**config.mk**
```make
export PLATFORM = sky130hd
export DESIGN_NAME = unexpected_connection_match_queue_unit
export DESIGN_NICKNAME = d
export VERILOG_FILES = /design/src/hdl/ucmq_pkg.sv /design/src/hdl/ucmq_mem.sv /design/src/hdl/ucmq_ctrl.sv /design/src/hdl/unexpected_connection_match_queue_unit.sv
export SDC_FILE = /design/constraint.sdc
export NUM_CORES = 1
export LEC_CHECK = 0
export BUFFER_PORTS_ARGS = -buffer_cell sky130_fd_sc_hd__buf_2
export CAP_MARGIN = 20
export CORE_ASPECT_RATIO = 0.8
export CORE_MARGIN = 3
export CORE_UTILIZATION = 42
export DETAILED_ROUTE_END_ITERATION = 12
export GPL_ROUTABILITY_DRIVEN = 0
export PLACE_DENSITY = 0.56
export SETUP_SLACK_MARGIN = 0.02
export SLEW_MARGIN = 20
export SYNTH_ARGS = -nofsm -noshare
export SYNTH_HDL_FRONTEND = slang
export SYNTH_SLANG_ARGS = --single-unit
```
**constraint.sdc**
```tcl
create_clock -name i_clk -period 7.1 [get_ports i_clk]
set_input_delay 0.355 -clock i_clk [delete_from_list [all_inputs] [get_ports i_clk]]
set_output_delay 0.355 -clock i_clk [all_outputs]
set_load 0.1 [all_outputs]
```
**src/hdl/ucmq_pkg.sv**
```systemverilog
package ucmq_pkg;

    localparam int DEF_QUEUE_DEPTH = 16;
    localparam int DEF_HANDLE_BITS = 8;

    localparam int PEER_W   = 16;
    localparam int TAG_W    = 32;
    localparam int HANDLE_W = 8;
    localparam int OCC_W    = 5;

    // request codes
    localparam logic [1:0] REQ_ENQUEUE = 2'd0;
    localparam logic [1:0] REQ_MATCH   = 2'd1;
    localparam logic [1:0] REQ_CLEAR   = 2'd2;

    // status codes
    localparam logic [1:0] ST_OK       = 2'd0;
    localparam logic [1:0] ST_DROPPED  = 2'd1;
    localparam logic [1:0] ST_NONEMPTY = 2'd2;

    typedef struct packed {
        logic [1:0]          req_type;
        logic [PEER_W-1:0]   peer_id;
        logic [TAG_W-1:0]    msg_tag;
        logic [HANDLE_W-1:0] handle_in;
    } t_req;

    typedef struct packed {
        logic                found;
        logic [HANDLE_W-1:0] handle_out;
        logic [1:0]          status;
        logic [OCC_W-1:0]    occupancy;
    } t_rsp;

    typedef enum logic [1:0] {
        S_IDLE,
        S_SCAN,
        S_SHIFT
    } t_state;

endpackage

```
**src/hdl/ucmq_mem.sv**
```systemverilog
module ucmq_mem #(
    parameter int DEPTH = 16,
    parameter int AW    = 4,
    parameter int DW    = 56
) (
    input  logic          i_clk,
    input  logic          i_wr_en,
    input  logic [AW-1:0] i_wr_addr,
    input  logic [DW-1:0] i_wr_data,
    input  logic          i_rd_en,
    input  logic [AW-1:0] i_rd_addr,
    output logic [DW-1:0] o_rd_data
);

    logic [DW-1:0] r_mem [DEPTH];
    logic [DW-1:0] r_rd_data;

    always_ff @(posedge i_clk) begin
        if (i_wr_en) begin
            r_mem[i_wr_addr] <= i_wr_data;
        end
    end

    always_ff @(posedge i_clk) begin
        if (i_rd_en) begin
            r_rd_data <= r_mem[i_rd_addr];
        end
    end

    assign o_rd_data = r_rd_data;

endmodule

```
**src/hdl/ucmq_ctrl.sv**
```systemverilog
module ucmq_ctrl #(
    parameter int QUEUE_DEPTH = ucmq_pkg::DEF_QUEUE_DEPTH,
    parameter int HANDLE_BITS = ucmq_pkg::DEF_HANDLE_BITS,
    localparam int AW = $clog2(QUEUE_DEPTH),
    localparam int HW = (HANDLE_BITS < ucmq_pkg::HANDLE_W) ? HANDLE_BITS : ucmq_pkg::HANDLE_W,
    localparam int EW = ucmq_pkg::PEER_W + ucmq_pkg::TAG_W + HW
) (
    input  logic           i_clk,
    input  logic           i_rst_n,
    input  logic           i_start,
    input  ucmq_pkg::t_req i_req,
    output logic           o_busy,
    output logic           o_done,
    output ucmq_pkg::t_rsp o_rsp,
    output logic           o_wr_en,
    output logic [AW-1:0]  o_wr_addr,
    output logic [EW-1:0]  o_wr_data,
    output logic           o_rd_en,
    output logic [AW-1:0]  o_rd_addr,
    input  logic [EW-1:0]  i_rd_data
);

    import ucmq_pkg::*;

    localparam int CW = $clog2(QUEUE_DEPTH + 1);

    t_state            r_state, n_state;
    logic [CW-1:0]     r_count, n_count;
    logic [AW-1:0]     r_cmp, n_cmp;
    logic [PEER_W-1:0] r_peer, n_peer;
    logic [TAG_W-1:0]  r_tag, n_tag;
    logic [HW-1:0]     r_handle, n_handle;
    logic              r_found, n_found;
    logic              r_done, n_done;
    t_rsp              r_rsp, n_rsp;

    logic [PEER_W-1:0] rd_peer;
    logic [TAG_W-1:0]  rd_tag;
    logic [HW-1:0]     rd_handle;
    logic [CW-1:0]     cmp_next;
    logic              more;
    logic              hit;

    assign rd_peer   = i_rd_data[EW-1 -: PEER_W];
    assign rd_tag    = i_rd_data[HW +: TAG_W];
    assign rd_handle = i_rd_data[HW-1:0];
    assign cmp_next  = CW'(r_cmp) + CW'(1);
    assign more      = cmp_next < r_count;
    assign hit       = (rd_peer == r_peer) && (rd_tag == r_tag);

    always_ff @(posedge i_clk) begin
        if (!i_rst_n) begin
            r_state <= S_IDLE;
            r_count <= '0;
            r_done  <= 1'b0;
            r_found <= 1'b0;
        end else begin
            r_state <= n_state;
            r_count <= n_count;
            r_done  <= n_done;
            r_found <= n_found;
        end
    end

    always_ff @(posedge i_clk) begin
        r_cmp    <= n_cmp;
        r_peer   <= n_peer;
        r_tag    <= n_tag;
        r_handle <= n_handle;
        r_rsp    <= n_rsp;
    end

    always_comb begin
        n_state   = r_state;
        n_count   = r_count;
        n_cmp     = r_cmp;
        n_peer    = r_peer;
        n_tag     = r_tag;
        n_handle  = r_handle;
        n_found   = r_found;
        n_done    = 1'b0;
        n_rsp     = r_rsp;
        o_wr_en   = 1'b0;
        o_wr_addr = r_count[AW-1:0];
        o_wr_data = {i_req.peer_id, i_req.msg_tag, i_req.handle_in[HW-1:0]};
        o_rd_en   = 1'b0;
        o_rd_addr = '0;

        unique case (r_state)
            S_IDLE: begin
                if (i_start) begin
                    n_rsp.found      = 1'b0;
                    n_rsp.handle_out = '0;
                    n_rsp.status     = ST_OK;
                    unique case (i_req.req_type)
                        REQ_ENQUEUE: begin
                            n_done = 1'b1;
                            if (r_count < CW'(QUEUE_DEPTH)) begin
                                o_wr_en = 1'b1;
                                n_count = r_count + CW'(1);
                            end else begin
                                n_rsp.status = ST_DROPPED;
                            end
                        end
                        REQ_MATCH: begin
                            if (r_count == '0) begin
                                n_done = 1'b1;
                            end else begin
                                // first read goes out now, data lands in the scan state
                                o_rd_en = 1'b1;
                                n_cmp   = '0;
                                n_peer  = i_req.peer_id;
                                n_tag   = i_req.msg_tag;
                                n_found = 1'b0;
                                n_state = S_SCAN;
                            end
                        end
                        REQ_CLEAR: begin
                            n_done  = 1'b1;
                            n_count = '0;
                            if (r_count != '0) begin
                                n_rsp.status = ST_NONEMPTY;
                            end
                        end
                        default: begin
                            n_done = 1'b1;
                        end
                    endcase
                    n_rsp.occupancy = OCC_W'(n_count);
                end
            end
            S_SCAN: begin
                // read of the next slot overlaps the compare of this one
                o_rd_en   = more;
                o_rd_addr = cmp_next[AW-1:0];
                n_cmp     = cmp_next[AW-1:0];
                if (hit) begin
                    n_found  = 1'b1;
                    n_handle = rd_handle;
                    if (more) begin
                        n_state = S_SHIFT;
                    end else begin
                        n_count          = r_count - CW'(1);
                        n_done           = 1'b1;
                        n_rsp.found      = 1'b1;
                        n_rsp.handle_out = HANDLE_W'(rd_handle);
                        n_rsp.status     = ST_OK;
                        n_rsp.occupancy  = OCC_W'(n_count);
                        n_state          = S_IDLE;
                    end
                end else if (!more) begin
                    n_done           = 1'b1;
                    n_rsp.found      = 1'b0;
                    n_rsp.handle_out = '0;
                    n_rsp.status     = ST_OK;
                    n_rsp.occupancy  = OCC_W'(r_count);
                    n_state          = S_IDLE;
                end
            end
            S_SHIFT: begin
                // move each later slot down by one to close the gap
                o_wr_en   = 1'b1;
                o_wr_addr = r_cmp - AW'(1);
                o_wr_data = i_rd_data;
                o_rd_en   = more;
                o_rd_addr = cmp_next[AW-1:0];
                n_cmp     = cmp_next[AW-1:0];
                if (!more) begin
                    n_count          = r_count - CW'(1);
                    n_done           = 1'b1;
                    n_rsp.found      = 1'b1;
                    n_rsp.handle_out = HANDLE_W'(r_handle);
                    n_rsp.status     = ST_OK;
                    n_rsp.occupancy  = OCC_W'(n_count);
                    n_state          = S_IDLE;
                end
            end
            default: begin
                n_state = S_IDLE;
            end
        endcase
    end

    assign o_busy = (r_state != S_IDLE);
    assign o_done = r_done;
    assign o_rsp  = r_rsp;

    a_count_bound: assert property (@(posedge i_clk) disable iff (!i_rst_n)
        r_count <= CW'(QUEUE_DEPTH))
        else $error("entry count above queue depth");

    a_done_idle: assert property (@(posedge i_clk) disable iff (!i_rst_n)
        r_done |-> r_state == S_IDLE)
        else $error("result strobe while a match is still running");

    a_shift_found: assert property (@(posedge i_clk) disable iff (!i_rst_n)
        r_state == S_SHIFT |-> r_found)
        else $error("compaction without a matched entry");

    a_no_collide: assert property (@(posedge i_clk) disable iff (!i_rst_n)
        (o_wr_en && o_rd_en) |-> o_wr_addr != o_rd_addr)
        else $error("read and write of the same slot in one cycle");

    a_pop_one: assert property (@(posedge i_clk) disable iff (!i_rst_n)
        (r_done && r_rsp.found) |-> r_count == $past(r_count) - CW'(1))
        else $error("match did not remove exactly one entry");

endmodule

```
**src/hdl/unexpected_connection_match_queue_unit.sv**
```systemverilog
// queue of unexpected connections kept oldest first in one single-port-read
// memory. an item is taken when start is high and busy is low; its result
// shows on o_rsp for exactly one cycle with o_done high and cannot be held
// off. enqueue, clear and unused codes keep busy low and give their result
// in the cycle after the item. a match on a queue of n entries reads the
// slots one a cycle through the memory read port, comparing each as it
// arrives and, after a hit, writing each later slot back one place lower,
// so busy stays high until the last slot is done; the result follows in the
// next cycle, as for an empty queue. reset needs no clearing pass.
module unexpected_connection_match_queue_unit #(
    parameter int QUEUE_DEPTH = ucmq_pkg::DEF_QUEUE_DEPTH,
    parameter int HANDLE_BITS = ucmq_pkg::DEF_HANDLE_BITS
) (
    input  logic           i_clk,
    input  logic           i_rst_n,
    input  logic           start,
    input  ucmq_pkg::t_req i_req,
    output logic           busy,
    output logic           o_done,
    output ucmq_pkg::t_rsp o_rsp
);

    import ucmq_pkg::*;

    localparam int AW = $clog2(QUEUE_DEPTH);
    localparam int HW = (HANDLE_BITS < HANDLE_W) ? HANDLE_BITS : HANDLE_W;
    localparam int EW = PEER_W + TAG_W + HW;

    logic          wr_en;
    logic [AW-1:0] wr_addr;
    logic [EW-1:0] wr_data;
    logic          rd_en;
    logic [AW-1:0] rd_addr;
    logic [EW-1:0] rd_data;

    ucmq_ctrl #(
        .QUEUE_DEPTH (QUEUE_DEPTH),
        .HANDLE_BITS (HANDLE_BITS)
    ) u_ctrl (
        .i_clk     (i_clk),
        .i_rst_n   (i_rst_n),
        .i_start   (start),
        .i_req     (i_req),
        .o_busy    (busy),
        .o_done    (o_done),
        .o_rsp     (o_rsp),
        .o_wr_en   (wr_en),
        .o_wr_addr (wr_addr),
        .o_wr_data (wr_data),
        .o_rd_en   (rd_en),
        .o_rd_addr (rd_addr),
        .i_rd_data (rd_data)
    );

    ucmq_mem #(
        .DEPTH (QUEUE_DEPTH),
        .AW    (AW),
        .DW    (EW)
    ) u_mem (
        .i_clk     (i_clk),
        .i_wr_en   (wr_en),
        .i_wr_addr (wr_addr),
        .i_wr_data (wr_data),
        .i_rd_en   (rd_en),
        .i_rd_addr (rd_addr),
        .o_rd_data (rd_data)
    );

endmodule
```
==> results of run 1 <==
area by class of cell:
type	count	area (um^2)	share of cell area, %
sequential	1036	31000	65.7
inverter	22	95.1	0.201
clock inverter	52	422	0.893
clock buffer	133	2710	5.74
timing repair buffer	179	1440	3.05
tap	1300	1630	3.45
multi-input combinational	1237	9870	20.9
worst max-delay path, stage by stage (launching register included):
cell	delay [ns]
dfxtp_1	0.41
inv_1	0.13
ha_1	0.93
nand2_4	0.59
inv_8	0.68
buf_16	0.34
buf_4	0.46
mux2i_1	0.14
mux4_2	0.48
a21oi_1	0.15
power by group:
| part | leakage (nW) | total (mW) | internal [mW] | switching (mW) |
|---|---|---|---|---|
| logic | 4.17 | 3.89 | 1.24 | 2.64 |
| registers | 9.34 | 7.33 | 7.18 | 0.152 |
| clock network | 1.52 | 5.15 | 2.90 | 2.25 |
| total | 15.0 | 16.4 | 11.3 | 5.04 |
sequential cells by signal, summed over array words and instances, names as in the netlist:
name,flops
u_ctrl.o_done,1
u_ctrl.o_rsp,16
u_ctrl.r_cmp,4
u_ctrl.r_count,5
u_ctrl.r_handle,8
u_ctrl.r_peer,16
u_ctrl.r_state,2
u_ctrl.r_tag,32
u_mem.o_rd_data,56
u_mem.r_mem,896
final timing paths:
kind	from	end	slack [ns]	cells after the start
max	u_ctrl.r_state[0]	u_mem.o_rd_data[51]	2.37	9
min	start	u_ctrl.o_done	0.05	3
max reg2reg	u_ctrl.r_state[0]	u_mem.o_rd_data[51]	2.37	9
min reg2reg	u_mem.o_rd_data[5]	u_ctrl.r_handle[5]	0.50	0
routing by layer:
metal,wire [um],track usage [%],vias to the layer above
li1,-,-,9962
met1,49700,31.2,11900
met2,48500,31.9,780
met3,7160,3.76,136
met4,2150,4.77,0
met5,0,0,-
synthesized netlist by cell type (2+ instances only):
library cell,count
buf_1,8
a32o_1,3
dfxtp_1,8
nand4_1,2
a221oi_1,2
mux4_2,56
a22o_1,8
nor4_2,3
buf_4,4
or3_1,3
buf_2,40
ha_1,13
inv_1,20
mux2_2,57
nor3_1,67
a31oi_1,6
a211oi_1,117
clkbuf_1,97
a21oi_1,67
nor4_1,12
nand2_1,239
and3_1,3
xor2_1,49
inv_2,2
o21ai_0,7
and2_0,3
o2111ai_1,4
o21a_1,5
edfxtp_1,1028
xnor2_1,3
buf_6,2
nor4b_1,2
mux2i_1,226
o211a_1,2
nor2_1,33
nand3_1,6
and2_1,112
a311oi_1,112
per-stage QoR:
| stage | hold slack, ns | setup WS, ns | std cells | utilization, % | total power, mW |
|---|---|---|---|---|---|
| after floorplan | 0.445 | 0.635 | 2446 | - | 10.1 |
| after global placement | 0.484 | 2.53 | 3720 | 44.6 | 11.3 |
| after detailed placement | 0.475 | 2.43 | 3723 | 44.7 | 11.3 |
| after CTS | 0.0251 | 2.41 | 3957 | 48.4 | 16.5 |
| after global routing | 0.0819 | 2.19 | 3959 | 48.5 | 17.0 |
| final | 0.0523 | 2.37 | 3959 | 48.5 | 16.4 |
cells by family (layout without fill, tap and decap cells):
family / after synthesis / in the layout / synth area share [%]
adder cells (fa/ha/maj): 13 / 13 / 0.392
AO/OA/AOI/OAI: 343 / 343 / 6.21
buffers and inverters: 173 / 386 / 1.76
XOR/XNOR: 52 / 52 / 1.10
AND/OR/NAND/NOR: 490 / 490 / 5.62
multiplexers: 339 / 339 / 10.0
flip-flops: 1036 / 1036 / 74.9
==> summary.md, run 1 <==
| Metric | Value |
|---|---|
| Least-Margin Pin Slew | 1.12 ns |
| Largest net degree at the start of global routing | approximately 140 |
| EDFF count, synth | 1,028 |
| MaxCap Viol Count | 0 |
| Mapped Cells | 2,446 |
| Area Overhead vs Synth | 13.9% |
| Post-Syn Area | 0.0414 mm^2 |
| Worst-Skew Late Latency | between 0.6 and 0.7 ns |
| Root buf cell | clkbuf_16 |
| CTS HTree Levels | 3 |
| Syn Area/Cell | 16.9 um^2 |
| Layout cell share with drive strength beyond 1 | 15.3% |
| HP Class | primary input to flop |
| Flops & latches, synth | 1,036 |
| Synth async-reset ratio | 0% |
| Synth Flop Type | edfxtp_1 |
| Nature of the critical path startpoint | flop |
| Residual DRC count | 0 |
| Yosys top cell area share | about 74% |
| Maximum clock frequency | 211 MHz |
| CTS tree | built |
| Setup violators final | 0 |
| Hpwl dp | 58.2 mm |
| Post-route cell area | 0.0472 mm^2 |
| Leakage power | between 15 and 20 nW |
| DRT iter0 DRCs | around 2,400 |
| CP endpoint kind | flop |
| Port bufs | 78 |
| Synth warnings | 0 |
| Chip Height | 287 um |
| Vias | 22,700 |
| Final min period | 4.73 ns |
| Leading area contributor after synthesis | edfxtp_1 |
| Slew margin rel. | around a quarter |
| Placed Instance Area | between 0.04 and 0.05 mm^2 |
| Clk pin slew, worst setup/hold paths | 0.06 ns |
| Antenna fix cells | 0 |
| Detailed Route WL | approximately 110 mm |
| Status | complete, no violations |
| Max Root-Sink Buffers | 3 |
| Maximum VDD drop | ~0.35 mV |
| Post-DR wirelength/cell | 27.2 um |
| Post-CTS setup buffers | 0 |
| Die width | 357 um |
| First-pass GRT wire length | approximately 160 mm |
| Register area share after synthesis | between 70% and 80% |
| Post-Synthesis Net Count | around 2,500 |
| Grt ovf | 0 |
| Num ports | 79 |
| Initial Utilization | a little over two fifths |
| Drt pass-1 iters | 5 |
| Setup TNS Final | 0 ns |
| WS Path Type | flop to flop |
| Antenna violations before repair | 3 |
| Slew Limit Fails | 0 |
| Nets | 2,651 |
| Top cells by area, synth | edfxtp_1 74%, mux2i_1 5.5%, mux4_2 3.0% |
| Crit path arrival time | 5.25 ns |
| Setup Skew | 0.0282 ns |
| CP required | 7.62 ns |
| CP max FO | 70 |
| RSZ-0062 raised after global routing | false |
| Placement row count | 102 |
| Most frequent cells in the layout | 1,028 x edfxtp_1, 236 x nand2_1, 226 x mux2i_1, 117 x a211oi_1, 112 x a311oi_1 |
| Period utilization | between 60% and 70% |
| Num CTS Buffers | 101 |
| Antenna-violating nets left | 0 |
| DIE AREA | slightly above 0.1 mm^2 |
| Cts repair resizes | 0 |
| Via density | 5.74 |
| Power Dens Cells | about 350 mW/mm^2 |
| Commonest non-fill, non-tap cell in the layout | edfxtp_1 |
| Vias in the first global route | 22,300 |
| Hold_buf cts | 49 |
| CTS sink cnt | ~1,000 |
| Synth cell types | 53 |
| Fill count | 8,102 |
| Final hold vios | 0 |
| Core area | 0.0974 mm^2 |
| GRT Overall Usage | 20.9% |
No activity file was read; power rests on OpenSTA's default activity.
==> run 2: changes to the inputs <==
--- a/config.mk
+++ b/config.mk
@@ -12,7 +12,7 @@
 export CORE_UTILIZATION = 42
 export DETAILED_ROUTE_END_ITERATION = 12
 export GPL_ROUTABILITY_DRIVEN = 0
-export PLACE_DENSITY = 0.56
+export PLACE_DENSITY = 0.58
 export SETUP_SLACK_MARGIN = 0.02
 export SLEW_MARGIN = 20
 export SYNTH_ARGS = -nofsm -noshare
==> constraint.sdc (replaced) <==
create_clock -name i_clk -period 4.2 [get_ports i_clk]
set_input_delay 0.21 -clock i_clk [delete_from_list [all_inputs] [get_ports i_clk]]
set_output_delay 0.21 -clock i_clk [all_outputs]
set_load 0.1 [all_outputs]
==> summary.md, run 2 (synthesis results as in run 1) <==
| Metric | Value |
|---|---|
| Maximum VDD drop | 0.696 mV |
| Top delay family on crit path | buffers and inverters |
| Gate power share | between 20% and 30% |
| Setup violators final | 0 |
| Drt pass-1 iters | 5 |
| Via density | 5.75 |
| Final WS setup | 0.829 ns |
| Clk pin slew, worst setup/hold paths | 0.06 ns |
| Die width | ~360 um |
| DP Worst Slack | 0.851 ns |
| Layout cell share with drive strength beyond 1 | 16.1% |
| Num CTS Buffers | 100 |
| WS Path Type | flop to flop |
| HP Class | primary input to flop |
| Status | complete, no violations |
| MaxCap Viol Count | 0 |
| Chip Height | around 290 um |
| Area Overhead vs Synth | 15.0% |
| Grt ovf | 0 |
| Most frequent cells in the layout | 1,028 x edfxtp_1, 236 x nand2_1, 226 x mux2i_1, 117 x a211oi_1, 112 x a311oi_1 |
| Post-DR wirelength/cell | about 27 um |
| Vias | 22,900 |
| Crit path buf inv count | 4 |
| CP required | ~4.6 ns |
| Sw frac | 30.6% |
| Period utilization | 80.3% |
| Crit path arrival time | about 3.8 ns |
| Least-Margin Pin Slew | ~1.1 ns |
| Num ports | 79 |
| RSZ-0062 raised after global routing | false |
| Fill count | 8,090 |
| Final hold vios | 0 |
| CTS sink cnt | roughly 1,000 |
| Setup Skew | 0.0283 ns |
| Initial Utilization | 42.6% |
| CTS HTree Levels | 3 |
| Max FFs per register | between 800 and 900 |
| Residual DRC count | 0 |
| Slew Limit Fails | 0 |
| Final min period | 3.37 ns |
| Slowest cell on crit path | buf_4 |
| CP max FO | 60 |
| Detailed Route WL | 108 mm |
| Maximum clock frequency | 297 MHz |
| Setup TNS Final | 0 ns |
| Largest net degree at the start of global routing | 113 |
| Antenna violations before repair | 4 |
| Worst R2R Setup Slack | 0.83 ns |
| Port bufs | 78 |
| Hpwl dp | ~55 mm |
| Clock power frac | between 30% and 40% |
| Leakage power | 15.2 nW |
| Power Dens Cells | 589 mW/mm^2 |
| Root buf cell | clkbuf_16 |
| Placed Instance Area | between 0.04 and 0.05 mm^2 |
| GRT Overall Usage | 20.8% |
| Antenna fix cells | 0 |
| CP Cell Sequence | inv_4 -> buf_4 -> nand2_4 -> inv_8 -> buf_12 -> mux2i_1 -> mux4_2 -> a21oi_1 |
| Placement row count | between 100 and 150 |
| Core Util, Final | approximately half |
| Antenna-violating nets left | 0 |
| P_int | between 15 and 20 mW |
| Hold_buf cts | 52 |
| Commonest non-fill, non-tap cell in the layout | edfxtp_1 |
| First-pass GRT wire length | 155 mm |
| Top reg by flops | u_mem.r_mem |
| Net load switching power | 8.59 mW |
| Pwr Total | 28.1 mW |
| DIE AREA | 0.103 mm^2 |
| Nets | 2,663 |
| Sequential share of power | 44.1% |
| CTS tree | built |
| Nature of the critical path startpoint | flop |
| CP endpoint kind | flop |
| Post-route cell area | 0.0477 mm^2 |
| Max Root-Sink Buffers | 3 |
| Max incr delay on CP | between 0.6 and 0.7 ns |
| DRT iter0 DRCs | 2,545 |
| Cts repair resizes | 0 |
| Worst-Skew Late Latency | 0.67 ns |
| Core area | 0.0974 mm^2 |
| Slew margin rel. | 26.1% |
| Vias in the first global route | 22,500 |
| Post-CTS setup buffers | 0 |
run 2: area by class of cell:
class,instances,area [um^2],area share (%)
clock buffers,119,2570,5.40
clock inverters,66,689,1.45
inverters,22,95.1,0.200
multi-input cells,1237,9870,20.7
flip-flops and latches,1036,31000,65.1
well taps,1300,1630,3.41
repair buffers,192,1780,3.73
run 2: worst paths after layout:
kind	from	cells after the start	endpoint
setup / recovery	u_ctrl.r_cmp[0]	8	u_mem.o_rd_data[1]
hold / removal	i_req[2]	2	u_mem.r_mem[3][2]
setup reg to reg	u_ctrl.r_cmp[0]	8	u_mem.o_rd_data[1]
hold reg to reg	u_mem.o_rd_data[5]	0	u_ctrl.r_handle[5]
run 2: metrics by stage:
stage,hold slack [ns],instances
after global routing,0.190,3972
after floorplan,0.309,2446
after global placement,0.404,3735
final,0.180,3972
after CTS,0.135,3972
after detailed placement,0.404,3735
run 2: metal layers:
layer | track usage, % | up-vias | share of wire, %
met3 | 3.83 | 166 | 7.7
met1 | 31.9 | 11800 | 46
li1 | - | 9989 | -
met5 | 0 | - | 0.012
met2 | 30.3 | 918 | 44
met4 | 5.98 | 2 | 2.6
run 2: power by group through the flow:
stage / registers (mW) / logic (mW) / clock network (mW)
detailed placement: 12.6 / 6.62 / 0
global placement: 12.6 / 6.56 / 0
finish: 12.4 / 6.69 / 9.02
floorplan: 13.0 / 4.13 / 0
CTS: 12.4 / 6.69 / 9.19
global route: 12.4 / 7.17 / 9.62
